<file path="src/dtti_pkg.sv">
// ----------------------------------------------------------------------------
// dtti_pkg: shared types and constants for the decimal text converter
// Character codes, mode limits, status codes and the records passed
// between the input register, the scanner and the output register.
// ----------------------------------------------------------------------------
`default_nettype none

package dtti_pkg;

   // result modes
   localparam logic [1:0] MODE_S32 = 2'd0;
   localparam logic [1:0] MODE_U32 = 2'd1;
   localparam logic [1:0] MODE_S64 = 2'd2;
   localparam logic [1:0] MODE_U64 = 2'd3;

   // status codes
   localparam logic [1:0] STATUS_OK       = 2'd0;
   localparam logic [1:0] STATUS_INVALID  = 2'd1;
   localparam logic [1:0] STATUS_OVERFLOW = 2'd2;

   // character codes
   localparam logic [7:0] CHAR_TAB   = 8'h09;
   localparam logic [7:0] CHAR_CR    = 8'h0D;
   localparam logic [7:0] CHAR_SPACE = 8'h20;
   localparam logic [7:0] CHAR_PLUS  = 8'h2B;
   localparam logic [7:0] CHAR_MINUS = 8'h2D;
   localparam logic [7:0] CHAR_ZERO  = 8'h30;
   localparam logic [7:0] CHAR_NINE  = 8'h39;

   localparam logic [63:0] LIMIT_S32 = 64'h0000_0000_7FFF_FFFF;
   localparam logic [63:0] LIMIT_U32 = 64'h0000_0000_FFFF_FFFF;
   localparam logic [63:0] LIMIT_S64 = 64'h7FFF_FFFF_FFFF_FFFF;
   localparam logic [63:0] LIMIT_U64 = 64'hFFFF_FFFF_FFFF_FFFF;

   localparam logic [63:0] LIMIT_S32_DIV10 = LIMIT_S32 / 10;
   localparam logic [63:0] LIMIT_U32_DIV10 = LIMIT_U32 / 10;
   localparam logic [63:0] LIMIT_S64_DIV10 = LIMIT_S64 / 10;
   localparam logic [63:0] LIMIT_U64_DIV10 = LIMIT_U64 / 10;

   localparam logic [3:0] LIMIT_S32_MOD10 = 4'(LIMIT_S32 % 10);
   localparam logic [3:0] LIMIT_U32_MOD10 = 4'(LIMIT_U32 % 10);
   localparam logic [3:0] LIMIT_S64_MOD10 = 4'(LIMIT_S64 % 10);
   localparam logic [3:0] LIMIT_U64_MOD10 = 4'(LIMIT_U64 % 10);

   typedef struct packed {
      logic       valid;
      logic [7:0] char_in;
      logic       last_char;
   } char_item_type;

   typedef struct packed {
      logic        valid;
      logic [63:0] value_out;
      logic [1:0]  status;
   } result_item_type;

   typedef struct packed {
      logic [63:0] magnitude_acc;
      logic        token_overflow;
      logic        token_bad_char;
      logic        token_negative;
      logic        prior_nonspace_minus;
      logic        inside_token;
      logic        seen_nonspace;
   } scan_state_type;

   function automatic logic [63:0] mode_limit(input logic [1:0] mode);
      logic [63:0] lim;
      unique case (mode)
         MODE_S32: lim = LIMIT_S32;
         MODE_U32: lim = LIMIT_U32;
         MODE_S64: lim = LIMIT_S64;
         default:  lim = LIMIT_U64;
      endcase
      return lim;
   endfunction

   function automatic logic [63:0] mode_limit_div10(input logic [1:0] mode);
      logic [63:0] lim;
      unique case (mode)
         MODE_S32: lim = LIMIT_S32_DIV10;
         MODE_U32: lim = LIMIT_U32_DIV10;
         MODE_S64: lim = LIMIT_S64_DIV10;
         default:  lim = LIMIT_U64_DIV10;
      endcase
      return lim;
   endfunction

   function automatic logic [3:0] mode_limit_mod10(input logic [1:0] mode);
      logic [3:0] rem;
      unique case (mode)
         MODE_S32: rem = LIMIT_S32_MOD10;
         MODE_U32: rem = LIMIT_U32_MOD10;
         MODE_S64: rem = LIMIT_S64_MOD10;
         default:  rem = LIMIT_U64_MOD10;
      endcase
      return rem;
   endfunction

endpackage

`default_nettype wire

</file>
<file path="src/dtti_if.sv">
// ----------------------------------------------------------------------------
// dtti_if: channel interfaces for the decimal text converter
// Character channel and result channel, each with valid, ready and payload.
// ----------------------------------------------------------------------------
`default_nettype none

interface dtti_req_if;
   logic       valid;
   logic       ready;
   logic [7:0] char_in;
   logic       last_char;

   modport source (output valid, output char_in, output last_char, input ready);
   modport sink   (input valid, input char_in, input last_char, output ready);
endinterface

interface dtti_rsp_if;
   logic        valid;
   logic        ready;
   logic [63:0] value_out;
   logic [1:0]  status;

   modport source (output valid, output value_out, output status, input ready);
   modport sink   (input valid, input value_out, input status, output ready);
endinterface

`default_nettype wire

</file>
<file path="src/dtti_in_reg.sv">
// ----------------------------------------------------------------------------
// dtti_in_reg: character input register
// Holds one accepted character until the scanner takes it.
// ----------------------------------------------------------------------------
`default_nettype none

module dtti_in_reg (
   input  wire logic              clock,
   input  wire logic              reset,
   dtti_req_if.sink               req_chan,
   input  wire logic              take,
   output dtti_pkg::char_item_type item
);

   logic       valid_ff, valid_in;
   logic [7:0] char_ff;
   logic       last_ff;
   logic       accept;

   assign req_chan.ready = !valid_ff || take;
   assign accept         = req_chan.valid && req_chan.ready;

   always_comb begin
      valid_in = valid_ff;
      if (accept) begin
         valid_in = 1'b1;
      end else if (take) begin
         valid_in = 1'b0;
      end
   end

   always_ff @(posedge clock) begin
      if (reset) begin
         valid_ff <= 1'b0;
      end else begin
         valid_ff <= valid_in;
      end
   end

   always_ff @(posedge clock) begin
      if (accept) begin
         char_ff <= req_chan.char_in;
         last_ff <= req_chan.last_char;
      end
   end

   assign item.valid     = valid_ff;
   assign item.char_in   = char_ff;
   assign item.last_char = last_ff;

`ifndef ASSERT_OFF
   // a held item stays put until the scanner takes it
   a_hold_item: assert property (@(posedge clock) disable iff (reset)
      (valid_ff && !take) |=> (valid_ff && $stable(char_ff) && $stable(last_ff)))
      else $error("input register lost or changed an untaken item");
`endif

endmodule

`default_nettype wire

</file>
<file path="src/dtti_scan.sv">
// ----------------------------------------------------------------------------
// dtti_scan: token scanner and result builder
// Updates the token state with one character a cycle (a last one only
// when out_free) and forms value and status on a string's last character.
// ----------------------------------------------------------------------------
`default_nettype none

module dtti_scan (
   input  wire logic                    clock,
   input  wire logic                    reset,
   input  wire logic                    csr_write_en,
   input  wire logic [1:0]              csr_write_data,
   input  wire dtti_pkg::char_item_type item,
   input  wire logic                    out_free,
   output logic                         take,
   output dtti_pkg::result_item_type    result
);

   logic [1:0]               mode_ff;
   dtti_pkg::scan_state_type state_ff, state_in, upd;

   logic [7:0]  c;
   logic        is_white, is_sign, is_digit, is_minus;
   logic [3:0]  digit;
   logic [63:0] base_acc;
   logic        base_ovf;
   logic [63:0] lim, lim_div10;
   logic [3:0]  lim_mod10;
   logic [63:0] mag_neg;

   assign c        = item.char_in;
   assign is_white = ((c >= dtti_pkg::CHAR_TAB) && (c <= dtti_pkg::CHAR_CR))
                     || (c == dtti_pkg::CHAR_SPACE);
   assign is_minus = (c == dtti_pkg::CHAR_MINUS);
   assign is_sign  = (c == dtti_pkg::CHAR_PLUS) || is_minus;
   assign is_digit = (c >= dtti_pkg::CHAR_ZERO) && (c <= dtti_pkg::CHAR_NINE);
   assign digit    = c[3:0];

   assign lim       = dtti_pkg::mode_limit(mode_ff);
   assign lim_div10 = dtti_pkg::mode_limit_div10(mode_ff);
   assign lim_mod10 = dtti_pkg::mode_limit_mod10(mode_ff);

   // a last character waits while the result register is occupied
   assign take = item.valid && (!item.last_char || out_free);

   // a new token restarts the digit run
   assign base_acc = state_ff.inside_token ? state_ff.magnitude_acc : 64'd0;
   assign base_ovf = state_ff.inside_token ? state_ff.token_overflow : 1'b0;

   always_comb begin
      upd = state_ff;
      if (is_white) begin
         upd.inside_token = 1'b0;
      end else if (is_sign) begin
         upd.magnitude_acc        = 64'd0;
         upd.token_overflow       = 1'b0;
         upd.token_bad_char       = 1'b0;
         upd.token_negative       = is_minus;
         upd.inside_token         = 1'b0;
         upd.prior_nonspace_minus = is_minus;
         upd.seen_nonspace        = 1'b1;
      end else begin
         upd.magnitude_acc  = base_acc;
         upd.token_overflow = base_ovf;
         if (!state_ff.inside_token) begin
            upd.token_bad_char = 1'b0;
            upd.token_negative = state_ff.prior_nonspace_minus;
         end
         upd.inside_token = 1'b1;
         if (is_digit) begin
            if (!base_ovf) begin
               if ((base_acc > lim_div10) ||
                   ((base_acc == lim_div10) && (digit > lim_mod10))) begin
                  upd.token_overflow = 1'b1;
               end else begin
                  // times ten as two shifts and an add
                  upd.magnitude_acc = (base_acc << 3) + (base_acc << 1)
                                      + {60'd0, digit};
               end
            end
         end else begin
            upd.token_bad_char = 1'b1;
            upd.magnitude_acc  = 64'd0;
            upd.token_overflow = 1'b0;
         end
         upd.prior_nonspace_minus = 1'b0;
         upd.seen_nonspace        = 1'b1;
      end
   end

   assign mag_neg = 64'd0 - upd.magnitude_acc;

   always_comb begin
      result.valid     = take && item.last_char;
      result.value_out = 64'd0;
      if (!upd.seen_nonspace) begin
         result.status = dtti_pkg::STATUS_INVALID;
      end else if (upd.token_overflow || (upd.magnitude_acc > lim)) begin
         result.status = dtti_pkg::STATUS_OVERFLOW;
      end else if (upd.token_bad_char) begin
         result.status = dtti_pkg::STATUS_INVALID;
      end else begin
         result.status    = dtti_pkg::STATUS_OK;
         result.value_out = upd.token_negative ? mag_neg : upd.magnitude_acc;
         if (!mode_ff[1]) begin
            result.value_out[63:32] = 32'd0;
         end
      end
   end

   always_comb begin
      state_in = state_ff;
      if (take) begin
         state_in = item.last_char ? '0 : upd;
      end
   end

   always_ff @(posedge clock) begin
      if (reset) begin
         state_ff <= '0;
         mode_ff  <= dtti_pkg::MODE_S32;
      end else begin
         state_ff <= state_in;
         if (csr_write_en) begin
            mode_ff <= csr_write_data;
         end
      end
   end

`ifndef ASSERT_OFF
   // every string starts from a clean state
   a_clear_after_last: assert property (@(posedge clock) disable iff (reset)
      (take && item.last_char) |=> (state_ff == '0))
      else $error("token state not cleared after last character");

   // any error status carries a zero value
   a_error_zero: assert property (@(posedge clock) disable iff (reset)
      (result.valid && (result.status != dtti_pkg::STATUS_OK))
      |-> (result.value_out == 64'd0))
      else $error("error result with nonzero value");

   // 32-bit modes never set the upper half
   a_narrow_mode: assert property (@(posedge clock) disable iff (reset)
      (result.valid && !mode_ff[1]) |-> (result.value_out[63:32] == 32'd0))
      else $error("upper half set in 32-bit mode");
`endif

endmodule

`default_nettype wire

</file>
<file path="src/dtti_out_reg.sv">
// ----------------------------------------------------------------------------
// dtti_out_reg: result register
// Holds one result until the receiver takes it.
// ----------------------------------------------------------------------------
`default_nettype none

module dtti_out_reg (
   input  wire logic                      clock,
   input  wire logic                      reset,
   input  wire dtti_pkg::result_item_type result,
   output logic                           out_free,
   dtti_rsp_if.source                     rsp_chan
);

   logic        valid_ff, valid_in;
   logic [63:0] value_ff;
   logic [1:0]  status_ff;

   assign out_free = !valid_ff || rsp_chan.ready;

   always_comb begin
      valid_in = valid_ff;
      if (result.valid) begin
         valid_in = 1'b1;
      end else if (rsp_chan.ready) begin
         valid_in = 1'b0;
      end
   end

   always_ff @(posedge clock) begin
      if (reset) begin
         valid_ff <= 1'b0;
      end else begin
         valid_ff <= valid_in;
      end
   end

   always_ff @(posedge clock) begin
      if (result.valid) begin
         value_ff  <= result.value_out;
         status_ff <= result.status;
      end
   end

   assign rsp_chan.valid     = valid_ff;
   assign rsp_chan.value_out = value_ff;
   assign rsp_chan.status    = status_ff;

`ifndef ASSERT_OFF
   // a waiting result is never overwritten
   a_no_overwrite: assert property (@(posedge clock) disable iff (reset)
      result.valid |-> (!valid_ff || rsp_chan.ready))
      else $error("result loaded over an untaken result");
`endif

endmodule

`default_nettype wire

</file>
<file path="src/decimal_text_to_integer.sv">
// ----------------------------------------------------------------------------
// decimal_text_to_integer: decimal text to binary integer converter
// Scans a string one character per item and gives value and status on the
// item flagged last.
// ----------------------------------------------------------------------------
// Usage:
//   req_chan carries one character per item with last_char marking the end
//   of a string. rsp_chan carries one result (value_out, status) per string,
//   produced by the last character; other characters produce no result.
//   csr_write_data sets the result mode on a cycle with csr_write_en high;
//   write it only while no string is in flight.
// Timing:
//   one character is accepted every cycle while no last character stalls.
//   A character is held in the input register, where the scanner folds it
//   into the token state; a last character then loads the result register,
//   which presents the result on rsp_chan.
//   The per-character step is a times-ten shift-add and a limit compare.
// Reset:
//   clears the token state, both registers' valid flags and sets the mode
//   to signed 32-bit.
// Stall:
//   while a result waits, non-last characters keep flowing; a last
//   character waits in the input register until the result register frees.
// ----------------------------------------------------------------------------
`default_nettype none

module decimal_text_to_integer (
   input  wire logic       clock,
   input  wire logic       reset,
   dtti_req_if.sink        req_chan,
   dtti_rsp_if.source      rsp_chan,
   input  wire logic       csr_write_en,
   input  wire logic [1:0] csr_write_data
);

   dtti_pkg::char_item_type   item;
   dtti_pkg::result_item_type result;
   logic                      take;
   logic                      out_free;

   dtti_in_reg u_in_reg (
      .clock    (clock),
      .reset    (reset),
      .req_chan (req_chan),
      .take     (take),
      .item     (item)
   );

   dtti_scan u_scan (
      .clock          (clock),
      .reset          (reset),
      .csr_write_en   (csr_write_en),
      .csr_write_data (csr_write_data),
      .item           (item),
      .out_free       (out_free),
      .take           (take),
      .result         (result)
   );

   dtti_out_reg u_out_reg (
      .clock    (clock),
      .reset    (reset),
      .result   (result),
      .out_free (out_free),
      .rsp_chan (rsp_chan)
   );

endmodule

`default_nettype wire
</file>
<file path="src/flat_wrapper.sv">
// flat-port wrapper written by rule: the top's interface ports become plain ports
module decimal_text_to_integer_flat 
  (clock, reset, csr_write_en, csr_write_data, req_chan_valid, req_chan_char_in, req_chan_last_char, req_chan_ready, rsp_chan_valid, rsp_chan_value_out, rsp_chan_status, rsp_chan_ready);
  dtti_req_if req_chan_i ();
  dtti_rsp_if rsp_chan_i ();
  input  wire logic clock;
  input  wire logic reset;
  input  wire logic csr_write_en;
  input  wire logic [1:0] csr_write_data;
  input wire logic [$bits(req_chan_i.valid)-1:0] req_chan_valid;
  input wire logic [$bits(req_chan_i.char_in)-1:0] req_chan_char_in;
  input wire logic [$bits(req_chan_i.last_char)-1:0] req_chan_last_char;
  output wire logic [$bits(req_chan_i.ready)-1:0] req_chan_ready;
  output wire logic [$bits(rsp_chan_i.valid)-1:0] rsp_chan_valid;
  output wire logic [$bits(rsp_chan_i.value_out)-1:0] rsp_chan_value_out;
  output wire logic [$bits(rsp_chan_i.status)-1:0] rsp_chan_status;
  input wire logic [$bits(rsp_chan_i.ready)-1:0] rsp_chan_ready;
  assign req_chan_i.valid = req_chan_valid;
  assign req_chan_i.char_in = req_chan_char_in;
  assign req_chan_i.last_char = req_chan_last_char;
  assign req_chan_ready = req_chan_i.ready;
  assign rsp_chan_valid = rsp_chan_i.valid;
  assign rsp_chan_value_out = rsp_chan_i.value_out;
  assign rsp_chan_status = rsp_chan_i.status;
  assign rsp_chan_i.ready = rsp_chan_ready;
  decimal_text_to_integer u_core (.clock(clock), .reset(reset), .req_chan(req_chan_i), .rsp_chan(rsp_chan_i), .csr_write_en(csr_write_en), .csr_write_data(csr_write_data));
endmodule
</file>
<file path="config.mk">
export PLATFORM = sky130hd
export DESIGN_NAME = decimal_text_to_integer_flat
export DESIGN_NICKNAME = d
export VERILOG_FILES = /design/src/dtti_pkg.sv /design/src/dtti_if.sv /design/src/dtti_in_reg.sv /design/src/dtti_scan.sv /design/src/dtti_out_reg.sv /design/src/decimal_text_to_integer.sv /design/src/flat_wrapper.sv
export SDC_FILE = /design/constraint.sdc
export NUM_CORES = 1
export LEC_CHECK = 0
export BUFFER_PORTS_ARGS = -buffer_cell sky130_fd_sc_hd__buf_4
export CELL_PAD_IN_SITES_DETAIL_PLACEMENT = 1
export CELL_PAD_IN_SITES_GLOBAL_PLACEMENT = 2
export CORE_MARGIN = 2
export CORE_UTILIZATION = 40
export CTS_CLUSTER_SIZE = 25
export DETAILED_ROUTE_END_ITERATION = 10
export PLACE_DENSITY_LB_ADDON = 0.1
export SYNTH_ARGS = -nofsm -noshare
export SYNTH_HDL_FRONTEND = slang
export SYNTH_SLANG_ARGS = --single-unit
export TNS_END_PERCENT = 5
</file>
<file path="constraint.sdc">
create_clock -name clock -period 20.4 [get_ports clock]
set_clock_uncertainty 0.15 [all_clocks]
set_input_delay 4.08 -clock clock [delete_from_list [all_inputs] [get_ports clock]]
set_output_delay 4.08 -clock clock [all_outputs]
set_load 0.05 [all_outputs]
</file>
Yosys cells after proc, flatten, opt, wreduce, memory -nomap -nowiden
Index checks and enable logic that the tools add are counted.
{"block": "word_totals", "reg_bits": 149, "input_bits": 16, "out_inout_bits": 68, "wordCells": 80}
{"block": "classes", "addsub": 3, "order_cmp": 7, "n_eq_ne": 7, "n_mux": 23, "n_bitwise": 2, "reduce_logical": 23}
{"op": "64-bit two-way mux", "count": 3}
{"op": "64-bit one-hot mux with 3 select lines", "count": 1}
{"op": "61-bit one-hot mux with 3 select lines", "count": 1}
{"op": "70-bit two-way mux", "count": 2}
{"op": "65-bit two-way mux", "count": 2}
{"op": "64-bit > comparator", "count": 2}
{"op": "68-bit two-way mux", "count": 1}
{"op": "64-bit by 4-bit adder with 64-bit output", "count": 1}
{"op": "64-bit adder", "count": 1}
{"op": "64-bit == test", "count": 1}
{"op": "1-bit by 64-bit subtractor with 64-bit output (first input constant)", "count": 1}
{"op": "8-bit by 6-bit == test with 1-bit output (second input constant)", "count": 3}
{"op": "1-bit two-way mux", "count": 10}
{"op": "8-bit by 4-bit greater-or-equal comparator with 1-bit output (second input constant)", "count": 1}
{"op": "8-bit by 6-bit greater-or-equal comparator with 1-bit output (second input constant)", "count": 1}
{"op": "8-bit by 4-bit <= comparator with 1-bit output (second input constant)", "count": 1}
{"op": "8-bit by 6-bit <= comparator with 1-bit output (second input constant)", "count": 1}
{"op": "1-bit logical OR", "count": 7}
{"op": "1-bit logical AND", "count": 6}
{"op": "2-bit two-way mux", "count": 3}
{"op": "4-bit > comparator", "count": 1}
{"op": "2-bit nonzero test", "count": 2}
{"op": "4-bit OR reduction", "count": 1}
{"op": "1-bit zero test", "count": 3}
{"op": "other kinds (8)", "count": 9}

Depth between registers and ports, before layout
{"block": "depth", "ltp_word": 14, "ltp_mapped": 37, "ltp_nobuf": 28}

Modules after synthesis
Synthesis repeated with hierarchy kept, for this count alone.
{"block": "hier_totals", "cells_unflattened": 1953, "hier_area_um2": 15782.6}
{"module": "dtti_scan", "n_inst": 1, "cells_per_inst": 1867, "area_each_um2": 13414.1, "seq_area_each_um2": 1441.4}
{"module": "dtti_out_reg", "n_inst": 1, "cells_per_inst": 70, "area_each_um2": 2028.2, "seq_area_each_um2": 2001.9}
{"module": "dtti_in_reg", "n_inst": 1, "cells_per_inst": 16, "area_each_um2": 340.3, "seq_area_each_um2": 290.3}

Least setup slack after synthesis
Ideal clock, no wire load.
{"block": "synth_path", "kind": "input-to-output", "from": "input port rsp_chan_ready", "to": "output port req_chan_ready", "arrival_time_ns": 4.712, "required_ns": 16.170, "path_slack_ns": 11.458, "cell_stages": 2, "n_path_buf": 0, "path_cell_list": "nor2b_1 > nand3_1"}
{"block": "synth_between", "elab_chain_len": 4}
{"item": "from (decl)", "line": "flat_wrapper.sv:17", "rtl": "input wire logic [$bits(rsp_chan_i.ready)-1:0] rsp_chan_ready;"}
{"item": "1-bit logical OR", "line": "dtti_out_reg.sv:19", "rtl": "assign out_free = !valid_ff || rsp_chan.ready;"}
{"item": "1-bit logical OR", "line": "dtti_scan.sv:44", "rtl": "assign take = item.valid && (!item.last_char || out_free);"}
{"item": "1-bit logical AND", "line": "dtti_scan.sv:44"}
{"item": "1-bit logical OR", "line": "dtti_in_reg.sv:20", "rtl": "assign req_chan.ready = !valid_ff || take;"}
{"item": "to (decl)", "line": "flat_wrapper.sv:13", "rtl": "output wire logic [$bits(req_chan_i.ready)-1:0] req_chan_ready;"}
Every way passes these cells.

Worst setup path in the final report
Ends and elaborated chain as after synthesis.

==> impl_metrics.yaml <==
run_status:
  outcome: "completed"
route:
  vias: 14600
  wl_per_cell_um: 23.2
  wl_mm: 55.4
  final_antenna_net_count: 0
  drt_iter0_drc: 964
  drc: 0
  via_per_inst: 6.11
  drtPass1Iterations: 7
synth:
  synth_nets: 2060
  yosysUniqueCellTypes: 108
  avgSynthCellArea_um2: 8.30
  yosysWarnings: 0
  seq_area_frac_synth_pct: 24.4
  synth-compound-area-share_pct: 25.2
  ys_ff_latch: 149
  synth_top_area_share_pct: 16.0
  synth_largest_area_cell: "ha_1"
  synth-xor-area-share_pct: 6.46
  synth-async-reset-ratio_pct: 0
  synthAdderAreaFrac_pct: 16.1
  synth_top_family_by_area: "compound AO/OA/AOI/OAI gates"
  yosys.area_share.simple_pct: 23.6
  synth_ff_type: "edfxtp_1"
  synth_edf_count: 75
  synth_area_leaders: "ha_1, edfxtp_1, dfxtp_1"
  netlist_area_um2: 15300
  syn_inst: 1847
  synthMuxAreaShare_pct: 0.523
final_layout:
  antenna_cells: 0
  fill_cells: 4528
  fin_nets: 2076
  final-seq-area_um2: 3730
  multi_input_area_um2: 11000
  layout-drive-gt1-share_pct: 10.6
  area_growth_pct: 10.4
die:
  start_util_pct: 40.7
  fp.dieH_um: 200
  die_x_um: 200
  dieArea_um2: 39900
  core_region_area_um2: 37700
  rows: 71
  pin_count: 84
critical_path:
  arrival_ns: 4.79
  endpoint_kind: "output pin"
  cp_slowest_cell: "nor2b_1"
  critical_path_required_ns: 16.17
  worstPathCellList: "buf_4 -> nor2b_1 -> nand3_1 -> buf_4"
  cp-start-kind: "input port"
  critical_path.most_common_cell: "buf_4"
  worst-setup-path-type: "input port to output pin"
  cpPeakStageDelay_ns: 0.22
  cp_max_fo: 4
sta:
  rsz0062_at_grt: "false"
  finalCritPeriodShare_pct: 44.2
  fin_tns_setup_ns: 0
  setup_viol: 0
  finalHoldViolCount: 0
  drv_slew: 0
  relSlewSlack_pct: 19.7
  max_freq_mhz: 111
  worst_pin_slew_ns: 1.20
  fin_crit_ns: 9.02
power_and_ir_drop:
  comb_power_share_pct: 8.5
  p_clk_share_pct: 47.1
  p_leak_nw: 7.37
  swShare_pct: 28.3
  p_per_area_nw_per_um2: 42.9
  p_switching_uw: 205
  p_int_uw: 520
  fin_total_pwr_uw: 725
  p_seq_share_pct: 44.4
  irDropWorstVdd_v: 0.0000640
global_route:
  overflow: 0
  grt_pass1_wl_mm: 85.7
  antenna_found_initial: 0
  grt_pass1_vias: 14600
  grt.total_usage_pct: 27.9
  grt_max_degree: 76
flow_run:
  maxCapViolations: 0
clock_tree:
  hold_buffers: 0
  cts_tree: "done"
  cts.sinks: 149
  ctsResizeCount: 0
  path_clk_slew_ns: 0.07
  cts_setup_buffers: 0
  cts_buffers: 17
  clk_latency_ns: 0.47
  clock_path_buffers: 2
  cts_root_buf: "clkbuf_16"
  htreeDepth: 4
placement:
  dpl.hpwl_mm: 43.2
  gp_congestion: 0.884
  port_buffers: 83
worst_hold_path:
  worstHoldPathType: "register to register"
[critical path: cells and delay by family]
| family | cells | cell delay [ns] |
|---|---|---|
| and+or+nand+nor | 2 | 0.38 |
| buffers and inverters | 2 | 0.33 |
[state kept, by name, indices dropped and copies added (netlist names)]
name and cells:
u_core.u_out_reg.rsp_chan.status 2, u_core.u_in_reg.last_ff 1, u_core.u_in_reg.valid_ff 1, u_core.u_out_reg.rsp_chan.valid 1, u_core.u_in_reg.char_ff 8, u_core.u_scan.mode_ff 2
u_core.u_scan.state_ff 70, u_core.u_out_reg.rsp_chan.value_out 64
[final timing paths]
kind / cells past startpoint / from / slack [ns] / endpoint
worst max-delay path: 4 / rsp_chan_ready / 11.38 / req_chan_ready
worst min-delay path: 2 / u_core.u_scan.state_ff[4]$_SDFFE_PP0P_ / 0.38 / u_core.u_scan.state_ff[4]$_SDFFE_PP0P_
worst max register to register: 28 / u_core.u_scan.mode_ff[0]$_SDFFE_PP0P_ / 11.81 / u_core.u_out_reg.rsp_chan.value_out[61]$_SDFFCE_PP0P_
worst min register to register: 2 / u_core.u_scan.state_ff[4]$_SDFFE_PP0P_ / 0.38 / u_core.u_scan.state_ff[4]$_SDFFE_PP0P_
[routing by layer]
| metal | routed length [µm] | GRT usage, % |
|---|---|---|
| met1 | 28200 | 42.0 |
| met2 | 24000 | 42.6 |
| met5 | 0 | 0 |
| met3 | 2660 | 3.44 |
| met4 | 593 | 5.71 |
[placed cells by master, fill, tap and decap left out, types with 6 or more instances in the layout]
cell,count
a211oi_1,15
a21o_1,43
a21oi_1,147
a22o_1,17
a22oi_1,70
a31oi_1,20
and2_1,67
and3_1,45
buf_4,100
clkbuf_16,17
dfxtp_1,73
edfxtp_1,75
ha_1,196
inv_1,33
mux2i_1,8
nand2_1,135
nand2b_1,14
nand3_1,20
nand4_1,43
nor2_1,196
nor2b_1,16
nor3_1,25
nor4_1,38
nor4_4,6
o211ai_1,14
o21a_1,10
o21ai_0,103
o21ai_1,15
o21bai_1,8
o31ai_1,13
or2_2,7
or3_1,12
xnor2_1,66
xor2_1,47
[cells in the mapped netlist (all sizes together) (6+ instances only)]
library cell	count
a2111oi	7
a211oi	16
a21boi	8
a21o	44
a21oi	148
a221oi	8
a22o	19
a22oi	71
a31oi	20
and2	67
and3	46
buf	19
clkbuf	84
dfxtp	74
edfxtp	75
ha	196
inv	34
mux2i	8
nand2	138
nand2b	14
nand3	22
nand4	45
nand4b	8
nor2	200
nor2b	16
nor3	28
nor4	44
o211ai	14
o21a	10
o21ai	120
o21bai	8
o31ai	16
o41ai	6
or2	7
or3	12
xnor2	66
xor2	47
[cell families (layout without fill, tap and decap cells)]
family / Yosys count / count (layout)
compound gates: 566 / 566
buf+inv: 137 / 166
simple gates: 677 / 677
xor+xnor: 113 / 113
mux: 8 / 8
fa+ha+maj: 197 / 197
flops: 149 / 149
[power by group through the flow]
stage	Sequential (mW)	Combinational, mW	Clock, mW
final	0.322	0.0617	0.342
after global routing	0.322	0.0662	0.356
after CTS	0.322	0.0614	0.347
after detailed placement	0.329	0.0613	0
after global placement	0.328	0.0595	0
after floorplan	0.337	0.0321	0
[cell type report]
| class | count | area share [%] |
|---|---|---|
| flip-flops and latches | 149 | 22.1 |
| well taps | 511 | 3.78 |
| repair buffers | 100 | 4.44 |
| clock buffers | 17 | 2.52 |
| multi-input cells | 1561 | 65.3 |
| inverters | 34 | 0.755 |
| clock inverters | 15 | 1.12 |
[through the flow]
stage          util [%]  setup slack [ns]  instance area (µm²)  cells  hold slack, ns
2_1_floorplan         -             11.46                15300   1847           0.317
3_3_place_gp       43.3             11.44                16300   2355           0.340
3_5_place_dp       43.3             11.40                16300   2355           0.367
4_1_cts            44.9             11.39                16900   2387           0.385
5_1_grt            44.9             11.31                16900   2387           0.411
6_report           44.9             11.38                16900   2387           0.381
Note: power is estimated with default switching activity, not from simulation.
